`src/kscl_pkg.sv`:
```
// Shared types and constants for the keypad scanner with code lock.
package kscl_pkg;

  localparam int unsigned CfgIndexWidth = 3;
  localparam int unsigned CfgDataWidth  = 16;

  localparam logic [CfgIndexWidth-1:0] CFG_SETTLE_TICKS   = 3'd0;
  localparam logic [CfgIndexWidth-1:0] CFG_DEBOUNCE_TICKS = 3'd1;
  localparam logic [CfgIndexWidth-1:0] CFG_CODE_KEY_0     = 3'd2;
  localparam logic [CfgIndexWidth-1:0] CFG_CODE_KEY_1     = 3'd3;
  localparam logic [CfgIndexWidth-1:0] CFG_CODE_KEY_2     = 3'd4;
  localparam logic [CfgIndexWidth-1:0] CFG_CODE_KEY_3     = 3'd5;

  localparam logic [1:0] IND_OFF   = 2'd0;
  localparam logic [1:0] IND_RED   = 2'd1;
  localparam logic [1:0] IND_GREEN = 2'd2;

  localparam logic [1:0] MOTION_NONE   = 2'd0;
  localparam logic [1:0] MOTION_UNLOCK = 2'd1;
  localparam logic [1:0] MOTION_LOCK   = 2'd2;

  typedef struct packed {
    logic [3:0] col_sense;
  } sample_t;

  typedef struct packed {
    logic [3:0] row_drive;
    logic       key_valid;
    logic [3:0] key_code;
    logic       unlocked;
    logic [1:0] led_state;
    logic [1:0] motion_request;
  } result_t;

  typedef struct packed {
    logic       valid;
    logic [3:0] code;
  } key_event_t;

endpackage

```
`src/kscl_scan.sv`:
```
// Row scanner with settle, debounce and release detection for a 4x4 keypad.
module kscl_scan (
  input  logic                  clk,
  input  logic                  rst,
  input  logic                  step,
  input  logic [3:0]            col_sense,
  input  logic [15:0]           settle_ticks,
  input  logic [15:0]           debounce_ticks,
  output logic [3:0]            row_drive,
  output kscl_pkg::key_event_t  key_event
);

  localparam logic [1:0] PH_SETTLE   = 2'd0;
  localparam logic [1:0] PH_DEBOUNCE = 2'd1;
  localparam logic [1:0] PH_RELEASE  = 2'd2;

  logic [1:0]  scan_phase, scan_phase_next;
  logic [1:0]  scan_row, scan_row_next;
  logic [1:0]  held_column, held_column_next;
  logic [15:0] wait_timer, wait_timer_next;
  logic [3:0]  low_cols;
  logic [1:0]  first_low;

  assign row_drive = ~(4'b0001 << scan_row);
  assign low_cols  = ~col_sense;

  always_comb begin
    if (low_cols[0]) begin
      first_low = 2'd0;
    end else if (low_cols[1]) begin
      first_low = 2'd1;
    end else if (low_cols[2]) begin
      first_low = 2'd2;
    end else begin
      first_low = 2'd3;
    end
  end

  always_comb begin
    scan_phase_next  = scan_phase;
    scan_row_next    = scan_row;
    held_column_next = held_column;
    wait_timer_next  = wait_timer;
    key_event        = '0;
    case (scan_phase)
      PH_SETTLE: begin
        if (wait_timer < settle_ticks) begin
          wait_timer_next = wait_timer + 16'd1;
        end else begin
          wait_timer_next = '0;
          if (low_cols != 4'd0) begin
            held_column_next = first_low;
            scan_phase_next  = PH_DEBOUNCE;
          end else begin
            scan_row_next = scan_row + 2'd1;
          end
        end
      end
      PH_DEBOUNCE: begin
        if (wait_timer < debounce_ticks) begin
          wait_timer_next = wait_timer + 16'd1;
        end else begin
          scan_phase_next = PH_RELEASE;
        end
      end
      PH_RELEASE: begin
        if (col_sense[held_column]) begin
          key_event.valid = 1'b1;
          key_event.code  = {scan_row, held_column};
          scan_row_next   = 2'd0;
          scan_phase_next = PH_SETTLE;
          wait_timer_next = '0;
        end
      end
      default: begin
        scan_phase_next = PH_SETTLE;
        wait_timer_next = '0;
      end
    endcase
  end

  always_ff @(posedge clk) begin
    if (rst) begin
      scan_phase  <= PH_SETTLE;
      scan_row    <= 2'd0;
      held_column <= 2'd0;
      wait_timer  <= '0;
    end else if (step) begin
      scan_phase  <= scan_phase_next;
      scan_row    <= scan_row_next;
      held_column <= held_column_next;
      wait_timer  <= wait_timer_next;
    end
  end

endmodule

```
`config.mk`:
```
export PLATFORM = sky130hd
export DESIGN_NAME = kscl_scan
export DESIGN_NICKNAME = d
export VERILOG_FILES = /design/src/kscl_pkg.sv /design/src/kscl_scan.sv
export SDC_FILE = /design/constraint.sdc
export NUM_CORES = 1
export LEC_CHECK = 0
export ABC_AREA = 1
export BUFFER_PORTS_ARGS = -buffer_cell sky130_fd_sc_hd__buf_2
export CAP_MARGIN = 20
export CORE_UTILIZATION = 52
export CTS_BUF_LIST = sky130_fd_sc_hd__clkbuf_4 sky130_fd_sc_hd__clkbuf_8
export DETAILED_ROUTE_END_ITERATION = 8
export PLACE_DENSITY_LB_ADDON = 0.08
export SYNTH_ARGS = -nofsm -noshare
export SYNTH_HDL_FRONTEND = slang
export SYNTH_SLANG_ARGS = --single-unit
```
`constraint.sdc`:
```
create_clock -name clk -period 1.7 [get_ports clk]
set_input_delay 0.17 -clock clk [delete_from_list [all_inputs] [get_ports clk]]
set_output_delay 0.17 -clock clk [all_outputs]
set_load 0.1 [all_outputs]
```
==> results.yml, run 1 <==
die:
  ioPinCount: 48
  die_h_um: 68.8
  initial_core_util_pct: 55.9
  die_w_um: 68.8
  die-area_um2: 4730
  rows: 23
  core_um2: 4140
logic_synthesis:
  synth-adder-area-share_pct: 18.9
  synth_area_um2: 2320
  synth.most_common_cell: "nand2_1"
  synth_xor_area_share_pct: 3.02
  synth_simple_gate_area_share_pct: 32.2
  avgSynthCellArea_um2: 6.38
  ys_top_cells_by_count: "78 x nand2_1, 77 x inv_1, 39 x nor2_1"
  yosysSeqAreaShare_pct: 19.0
  ys.warnings.count: 0
  synth_area_leaders: "dfxtp_1 19%, ha_1 19%, nand2_1 13%, inv_1 12%, nor2_1 6.3%"
  synth_edf_count: 0
  muxShareOfSynthArea_pct: 0
  synth-seq-cells: 22
  yosysTopAreaCellShare_pct: 19.0
  synth_compound_area_share_pct: 11.6
  synth_area_leader_cell: "dfxtp_1"
  synth_top_family_by_area: "simple AND/OR/NAND/NOR gates"
  synth_ff_type: "dfxtp_1"
  synthCells: 363
  synth.distinct_cells: 28
  async_reset_ff_share_pct: 0
  syn-num-nets: 437
critical_path:
  r2r_cells: 11
  worstSetupPathType: "flip-flop to flip-flop"
  start_kind: "flip-flop"
  required_ns: 1.90
  cp.buffers_inverters: 1
  slowest_delay_ns: 0.37
  crit_chain: "buf_4 -> ha_4 -> a21oi_2 -> nor2_2 -> nor3_2 -> nand2_2 -> nand2_4 -> nand3_4 -> nand2_4 -> nand3_1 -> a21oi_2"
  endpoint_kind: "flip-flop"
  path_depth: 11
  startpoint: "wait_timer[5]"
  rr_startpoint: "wait_timer[5]"
  arrival_ns: 2.09
  r2r-end: "wait_timer[6]"
  crit_slowest_cell: "dfxtp_4"
  endpoint: "wait_timer[6]"
  r2r_slack_ns: -0.19
  path_max_fanout: 10
  crit_family: "simple AND/OR/NAND/NOR gates"
pwr:
  vdd_drop_max_uv: 347
  power_density_nw_per_um2: 390
  p_clk_share_pct: 30.2
  p_sw_uw: 405
  p_seq_share_pct: 41.7
  p_sw_share_pct: 31.4
  pwr-share-comb_pct: 28.1
  p_leak_uw: 0.00173
  p_int_uw: 886
timing:
  tightest_slew_ns: 0.483
  slew-limit-headroom_pct: 68.0
  rsz0062_at_grt: "true"
  slew_violations: 0
  fmax_ghz: 0.529
  finalSetupTns_ns: -3.01
  hold_viol: 0
  period_share_pct: 111
  setup_viol: 22
  fin_skew_ns: 0.00189
  min_period_ns: 1.89
  setup_ws_ns: -0.191
final_layout:
  multiInputGateArea_um2: 1860
  antenna_cells: 0
  fillCellCount: 309
  regArea_um2: 459
  stdcell_count: 492
  drive_gt1_share_pct: 41.9
  final_util_pct: 79.7
  nNetsFinal: 517
  design_area_um2: 3300
  area_growth_pct: 42.6
min_path:
  hold_class: "primary input to flip-flop"
  hold_start: "col_sense[1]"
place:
  placed_area_um2: 2870
  dpl.cell_count: 481
  dp_hpwl_um: 4270
  port_buffers: 47
  place_ws_ns: -0.164
  gp_congestion: 0.874
global_route:
  grt_max_degree: 16
  antenna_found_initial: 0
  grt_use_met1_pct: 29.5
  grtUsageMet2_pct: 49.0
  first_global_vias: 2222
  grt_usage_pct: 25.4
  grt_pass1_wl_um: 9010
  met3_usage_pct: 1.32
  grt-ovfl-total: 0
  top_usage_layer: "met2"
cts:
  cts-root-buf: "clkbuf_8"
  cts_buffers: 3
  cts_sinks: 22
  cts_tree: "yes"
  cts_max_level: 1
  clk_path_buf_depth: 2
  worst_skew_pair.late_latency_ns: 0.26
  clkTransAtPathRegs_ns: 0.09
detailed_routing:
  drt-pass1-iter-count: 4
  routed_wl_um: 6070
  drtAntennaViolNets: 0
  wire_per_inst_um: 12.3
  viasPerCell: 5.00
  drtIter0Drc: 80
  route.detailed.drc: 0
  num_vias: 2460
job:
  cap_violations: 0
status:
  status: "finished with violations"
  violations: "negative setup slack"
power groups by stage:
| stage | Combinational [µW] | Sequential, µW | Clock, µW |
|---|---|---|---|
| 2_1_floorplan | 189 | 552 | 0 |
| 3_3_place_gp | 296 | 551 | 0 |
| 3_5_place_dp | 305 | 552 | 0 |
| 4_1_cts | 330 | 540 | 388 |
| 5_1_grt | 407 | 540 | 408 |
| 6_report | 362 | 538 | 390 |
worst min path at each step:
stage	to	slack, ns	cells after the start
2_1_floorplan	held_column[1]	0.33	2
5_1_grt	held_column[1]	0.19	3
6_report	held_column[1]	0.19	3
3_5_place_dp	held_column[1]	0.47	2
3_3_place_gp	held_column[1]	0.47	2
4_1_cts	held_column[1]	0.20	3
cell type report:
| type | count | share of cell area (%) |
|---|---|---|
| multi-input cells | 253 | 56.3 |
| repair buffers | 79 | 16.7 |
| well taps | 50 | 1.89 |
| clock buffers | 4 | 1.67 |
| inverters | 84 | 9.62 |
| flip-flops and latches | 22 | 13.9 |
state kept, by name, indices dropped and copies added (netlist names):
| register | cells |
|---|---|
| scan_phase | 2 |
| wait_timer | 16 |
| scan_row | 2 |
| held_column | 2 |
worst register-to-register path: stages (launching register included):
cell and delay, ns:
dfxtp_4 0.37, buf_4 0.14, ha_4 0.21, a21oi_2 0.14
nor2_2 0.05, nor3_2 0.17, nand2_2 0.11, nand2_4 0.10
nand3_4 0.12, nand2_4 0.18, nand3_1 0.12, a21oi_2 0.12
cells by family (layout without fill, tap and decap cells):
family	Yosys count	count (layout)
AO/OA/AOI/OAI	45	45
flip-flops	22	22
buffers and inverters	88	167
AND/OR/NAND/NOR	165	165
XOR/XNOR	8	8
adder cells (fa/ha/maj)	35	35
through the flow:
step | hold slack (ns) | power [µW]
after floorplan | 0.330 | 742
after global placement | 0.467 | 847
after detailed placement | 0.471 | 857
after CTS | 0.197 | 1260
after global routing | 0.194 | 1350
final | 0.188 | 1290
layer usage:
layer	share of wire (%)	routed length (µm)	vias up
met1	42	2570	1110
met2	53	3200	59
met5	0	0	-
met4	1.9	117	0
li1	-	-	1279
met3	2.8	170	12
placed cells by master (no fill, tap or decap), types with 5 or more instances in the layout:
cell type,n
inv_1,73
nand2_1,67
buf_2,40
buf_4,30
nor2_1,27
ha_1,26
a21oi_1,14
nand2_2,14
nand3_1,12
nor2_2,11
a21oi_2,11
dfxtp_1,11
inv_2,10
nand3_2,10
ha_4,9
dfxtp_2,9
nand2_4,7
o21ai_1,7
xor2_1,7
nor2_4,5
what timing repair did:
item / in CTS / in global routing
hold buffers: 0 / 0
setup endpoints to repair: 23 / 27
pin swaps: 10 / 21
gates resized for setup: 24 / 54
buffers inserted: 3 / 5
Power figures use the tool's default switching activity.
==> run 2: changes to the inputs <==
CELL_PAD_IN_SITES_DETAIL_PLACEMENT = 2   (was not set)
CELL_PAD_IN_SITES_GLOBAL_PLACEMENT = 2   (was not set)
CORE_UTILIZATION = 27   (was 52)
PLACE_DENSITY_LB_ADDON = 0.1   (was 0.08)
==> run 2 against run 1 <==
Effect of this change: the flow still finishes with violations (negative setup slack); utilization is 35 points lower; critical endpoint is now wait_timer[0]; final cell count is 14% higher; setup slack worse by 0.031 ns; largest power group unchanged; register-to-register slack worse by 0.03 ns; clock power is 36% higher.
==> results.yml, run 2 (synthesized netlist as in run 1, its figures left out) <==
critical_path:
  start_kind: "flip-flop"
  rr_startpoint: "wait_timer[13]"
  slowest_delay_ns: 0.34
  cpMostUsedCell: "a21oi_4"
  cp.buffers_inverters: 1
  crit_family: "compound AO/OA/AOI/OAI gates"
  r2r_cells: 10
  crit_chain: "ha_1 -> a21oi_2 -> o21ai_1 -> a21oi_4 -> nand2_4 -> a21oi_4 -> nand3_2 -> buf_4 -> nand2_2 -> nor2_1"
  r2r-end: "wait_timer[0]"
  arrival_ns: 2.10
  required_ns: 1.87
  path_max_fanout: 3
  crit_slowest_cell: "dfxtp_2"
  r2r_slack_ns: -0.22
  worstSetupPathType: "flip-flop to flip-flop"
  endpoint_kind: "flip-flop"
cts:
  worst_skew_pair.late_latency_ns: 0.28
  cts-root-buf: "clkbuf_8"
  clk_path_buf_depth: 2
  cts_hold_buf: 0
  clkTransAtPathRegs_ns: 0.11
  cts_buffers: 3
  cts_tree: "yes"
  cts_sinks: 22
  cts_max_level: 1
min_path:
  min_to: "held_column[1]"
  whs_path_depth: 3
  hold_class: "primary input to flip-flop"
  hold_start: "col_sense[1]"
die:
  die_h_um: 94.6
  rows: 33
  initial_core_util_pct: 28.1
  ioPinCount: 48
  core_um2: 8260
  die_w_um: 94.6
  die-area_um2: 8960
detailed_routing:
  num_vias: 2668
  wire_per_inst_um: 15.6
  drtIter0Drc: 34
  route.detailed.drc: 0
  routed_wl_um: 8760
  drt-pass1-iter-count: 4
  drtAntennaViolNets: 0
  viasPerCell: 4.76
timing:
  slew_violations: 0
  hold_viol: 0
  fin_skew_ns: 0.0150
  min_period_ns: 1.92
  period_share_pct: 113
  setup_viol: 22
  tightest_slew_ns: 0.566
  slew-limit-headroom_pct: 62.2
  rsz0062_at_grt: "true"
  whs_ns: 0.155
  fmax_ghz: 0.520
  setup_ws_ns: -0.222
final_layout:
  largest_reg_flops: 16
  drive_gt1_share_pct: 49.5
  stdcell_count: 560
  antenna_cells: 0
  regArea_um2: 467
  fillCellCount: 956
  mostFrequentLayoutCell: "inv_1"
  multiInputGateArea_um2: 1980
  largest-register: "wait_timer"
  area_growth_pct: 57.7
  final_cell_mix: "72 x inv_1, 56 x nand2_1, 40 x buf_2, 36 x buf_4, 26 x nor2_1"
  nNetsFinal: 530
global_route:
  grt_pass1_wl_um: 13100
  grt-ovfl-total: 0
  first_global_vias: 2793
  antenna_found_initial: 0
  grt_max_degree: 16
  grt_usage_pct: 18.7
place:
  dpl.cell_count: 545
  port_buffers: 47
  gp_congestion: 0.806
  dp_hpwl_um: 6010
status:
  status: "finished with violations"
  violations: "negative setup slack"
pwr:
  p_leak_uw: 0.00185
  power_density_nw_per_um2: 409
  vdd_drop_max_uv: 267
job:
  cap_violations: 0
run 2: worst register-to-register path, delay by kind of cell (launching register included):
family / cells / cell delay [ns]
AO/OA/AOI/OAI: 4 / 0.63
adder cells (fa/ha/maj): 1 / 0.34
buffers and inverters: 1 / 0.16
flip-flops: 1 / 0.34
AND/OR/NAND/NOR: 4 / 0.33
run 2: worst max path at each step:
| stage | startpoint | end | slack (ns) | depth (start not counted) |
|---|---|---|---|---|
| 2_1_floorplan | held_column[1] | key_event[3] | -0.32 | 8 |
| 3_3_place_gp | wait_timer[14] | wait_timer[7] | -0.24 | 10 |
| 3_5_place_dp | wait_timer[15] | wait_timer[0] | -0.31 | 14 |
| 4_1_cts | wait_timer[5] | wait_timer[0] | -0.24 | 12 |
| 5_1_grt | wait_timer[1] | wait_timer[0] | -0.34 | 15 |
| 6_report | wait_timer[13] | wait_timer[0] | -0.22 | 10 |
run 2: repair_timing:
action	CTS	global route
gates resized for setup	47	72
pin swaps	24	39
setup endpoints to repair	25	26
buffers inserted	5	6
cloned	1	0
run 2: power breakdown:
group	internal, µW	switching, µW
registers	523	13.1
logic	176	249
clock network	316	216
total	1010	478
run 2: area by class of cell:
type	count	share of cell area, %
clock buffers	3	1.13
clock inverters	1	0.822
inverters	84	8.70
multi-input cells	253	54.2
flip-flops and latches	22	12.8
well taps	105	3.59
repair buffers	92	18.8
run 2: per-layer routing:
metal	share of wire (%)	up-vias	global-route usage, %	routed length (µm)
li1	-	1311	-	-
met1	43	1291	22.0	3780
met2	52	52	36.3	4580
met3	2.9	14	1.53	253
met4	1.7	0	3.91	150
met5	0	-	0	0
run 2: per-stage QoR:
stage	area, µm²	utilization, %	power (µW)	TNS (ns)	setup slack (ns)
after floorplan	2350	-	742	-0.621	-0.322
after global placement	3000	36.3	862	-4.32	-0.242
after detailed placement	3000	36.3	880	-5.37	-0.310
after CTS	3320	40.2	1460	-4.41	-0.235
after global routing	3650	44.3	1570	-6.40	-0.345
final	3650	44.3	1490	-3.93	-0.222
==> run 3: changes to the inputs <==
RECOVER_POWER = 100   (was not set)
SETUP_SLACK_MARGIN = 0.02   (was not set)
==> run 3 against run 2 <==
Effect of this change: wire length decreased by 0.56%; the run still ends with negative setup slack left; count of clock-buffer cells in the layout increased by 1; largest cell class unchanged; sequential share of layout area rose by 0.57 points; final cell count decreased by 1.3%; first-iteration DRC count is 50% higher; die area is the same; clock power decreased by 22%; largest power group unchanged.
==> results.yml, run 3 (synthesized netlist as in run 1, its figures left out) <==
detailed_routing:
  routed_wl_um: 8710
  drtIter0Drc: 51
  viasPerCell: 4.76
  wire_per_inst_um: 15.8
  drtAntennaViolNets: 0
  drt-pass1-iter-count: 4
  route.detailed.drc: 0
  num_vias: 2632
timing:
  tightest_slew_ns: 0.575
  slew-limit-headroom_pct: 61.7
  finalSetupTns_ns: -3.19
  rsz0062_at_grt: "true"
  setup_viol: 22
  setup_ws_ns: -0.204
  hold_viol: 0
  min_period_ns: 1.90
  period_share_pct: 112
  fmax_ghz: 0.525
  fin_skew_ns: 0.00865
  slew_violations: 0
cts:
  clkTransAtPathRegs_ns: 0.09
  cts_buffers: 3
  cts_max_level: 1
  cts_tree: "yes"
  cts_sinks: 22
  cts_hold_buf: 0
  worst_skew_pair.late_latency_ns: 0.28
  cts-root-buf: "clkbuf_8"
  clk_path_buf_depth: 2
critical_path:
  endpoint: "wait_timer[5]"
  path_max_fanout: 4
  startpoint: "wait_timer[5]"
  r2r-end: "wait_timer[5]"
  worstSetupPathType: "flip-flop to flip-flop"
  arrival_ns: 2.11
  r2r_slack_ns: -0.20
  start_kind: "flip-flop"
  r2r_cells: 12
  rr_startpoint: "wait_timer[5]"
  endpoint_kind: "flip-flop"
  required_ns: 1.90
pwr:
  power_density_nw_per_um2: 379
  vdd_drop_max_uv: 183
  p_leak_uw: 0.00177
final_layout:
  largest-register: "wait_timer"
  final_util_pct: 42.7
  antenna_cells: 0
  final_cell_mix: "72 x inv_1, 68 x nand2_1, 39 x buf_2, 31 x buf_4, 27 x ha_1"
  area_growth_pct: 52.2
  mostFrequentLayoutCell: "inv_1"
  largest_reg_flops: 16
  drive_gt1_share_pct: 45.8
  nNetsFinal: 523
global_route:
  antenna_found_initial: 0
  grt-ovfl-total: 0
  grt_usage_pct: 19.7
  grt_max_degree: 14
  grt_pass1_wl_um: 13500
  first_global_vias: 2761
die:
  rows: 33
  die_h_um: 94.6
  initial_core_util_pct: 28.1
  die_w_um: 94.6
  core_um2: 8260
  die-area_um2: 8960
  ioPinCount: 48
place:
  port_buffers: 47
  dp_hpwl_um: 6270
  gp_congestion: 0.733
  place_ws_ns: -0.287
job:
  cap_violations: 0
min_path:
  whs_path_depth: 3
  hold_class: "primary input to flip-flop"
status:
  violations: "negative setup slack"
  status: "finished with violations"
run 3: changes by cell type in the layout (fill, tap and decap cells not counted), moves of 4 or more:
| cell | before | now |
|---|---|---|
| nand2_1 | 56 | 68 |
| nand2_2 | 25 | 14 |
| buf_4 | 36 | 31 |
| buf_6 | 9 | 5 |
run 3: area by class of cell:
| type | count | area (µm²) |
|---|---|---|
| multi-input cells | 254 | 1950 |
| flip-flops and latches | 22 | 470 |
| clock buffers | 4 | 55.1 |
| repair buffers | 84 | 607 |
| fillers | 1002 | 4730 |
| inverters | 84 | 318 |
| well taps | 105 | 131 |
run 3: worst min-delay path by stage:
stage	start	end	slack, ns
2_1_floorplan	col_sense[1]	held_column[1]	0.33
3_3_place_gp	held_column[1]	held_column[1]	0.47
3_5_place_dp	held_column[1]	held_column[1]	0.48
4_1_cts	col_sense[1]	held_column[1]	0.19
5_1_grt	col_sense[1]	held_column[1]	0.17
6_report	col_sense[1]	held_column[1]	0.16
run 3: through the flow:
| stage | hold slack [ns] | area [µm²] | cells | power [µW] |
|---|---|---|---|---|
| floorplan | 0.330 | 2370 | 363 | 741 |
| global placement | 0.466 | 3000 | 540 | 849 |
| detailed placement | 0.476 | 3000 | 540 | 865 |
| CTS | 0.191 | 3410 | 550 | 1330 |
| global route | 0.167 | 3530 | 553 | 1410 |
| finish | 0.163 | 3530 | 553 | 1340 |
run 3: what timing repair did:
action / in CTS / in global routing
pin swaps: 23 / 18
buffers inserted: 5 / 3
endpoints found under the hold margin: 0 / 0
setup endpoints to repair: 24 / 26
cloned: 1 / 0
gates resized for setup: 67 / 35
run 3: where the power goes:
part	switching, µW	leakage, µW	internal, µW
combinational	235	0.00156	154
clock	207	0.0000288	208
sequential	12.5	0.000187	522
run 3: critical path: stages (launching register included):
cell and delay, ns:
dfxtp_4 0.37, buf_4 0.14, ha_4 0.21, a21oi_2 0.12, nor2_1 0.07, nor3_2 0.10, nand2_1 0.11, nand2_2 0.11
nand3_4 0.13, nand2_4 0.12, buf_4 0.13, nand3_2 0.09, a21oi_2 0.15
run 3: metal layers:
metal	global-route usage, %	routed length, µm	vias up
met3	2.58	189	12
met1	22.3	3610	1285
met5	0	0	-
met4	3.28	180	0
li1	-	-	1298
met2	38.8	4740	37
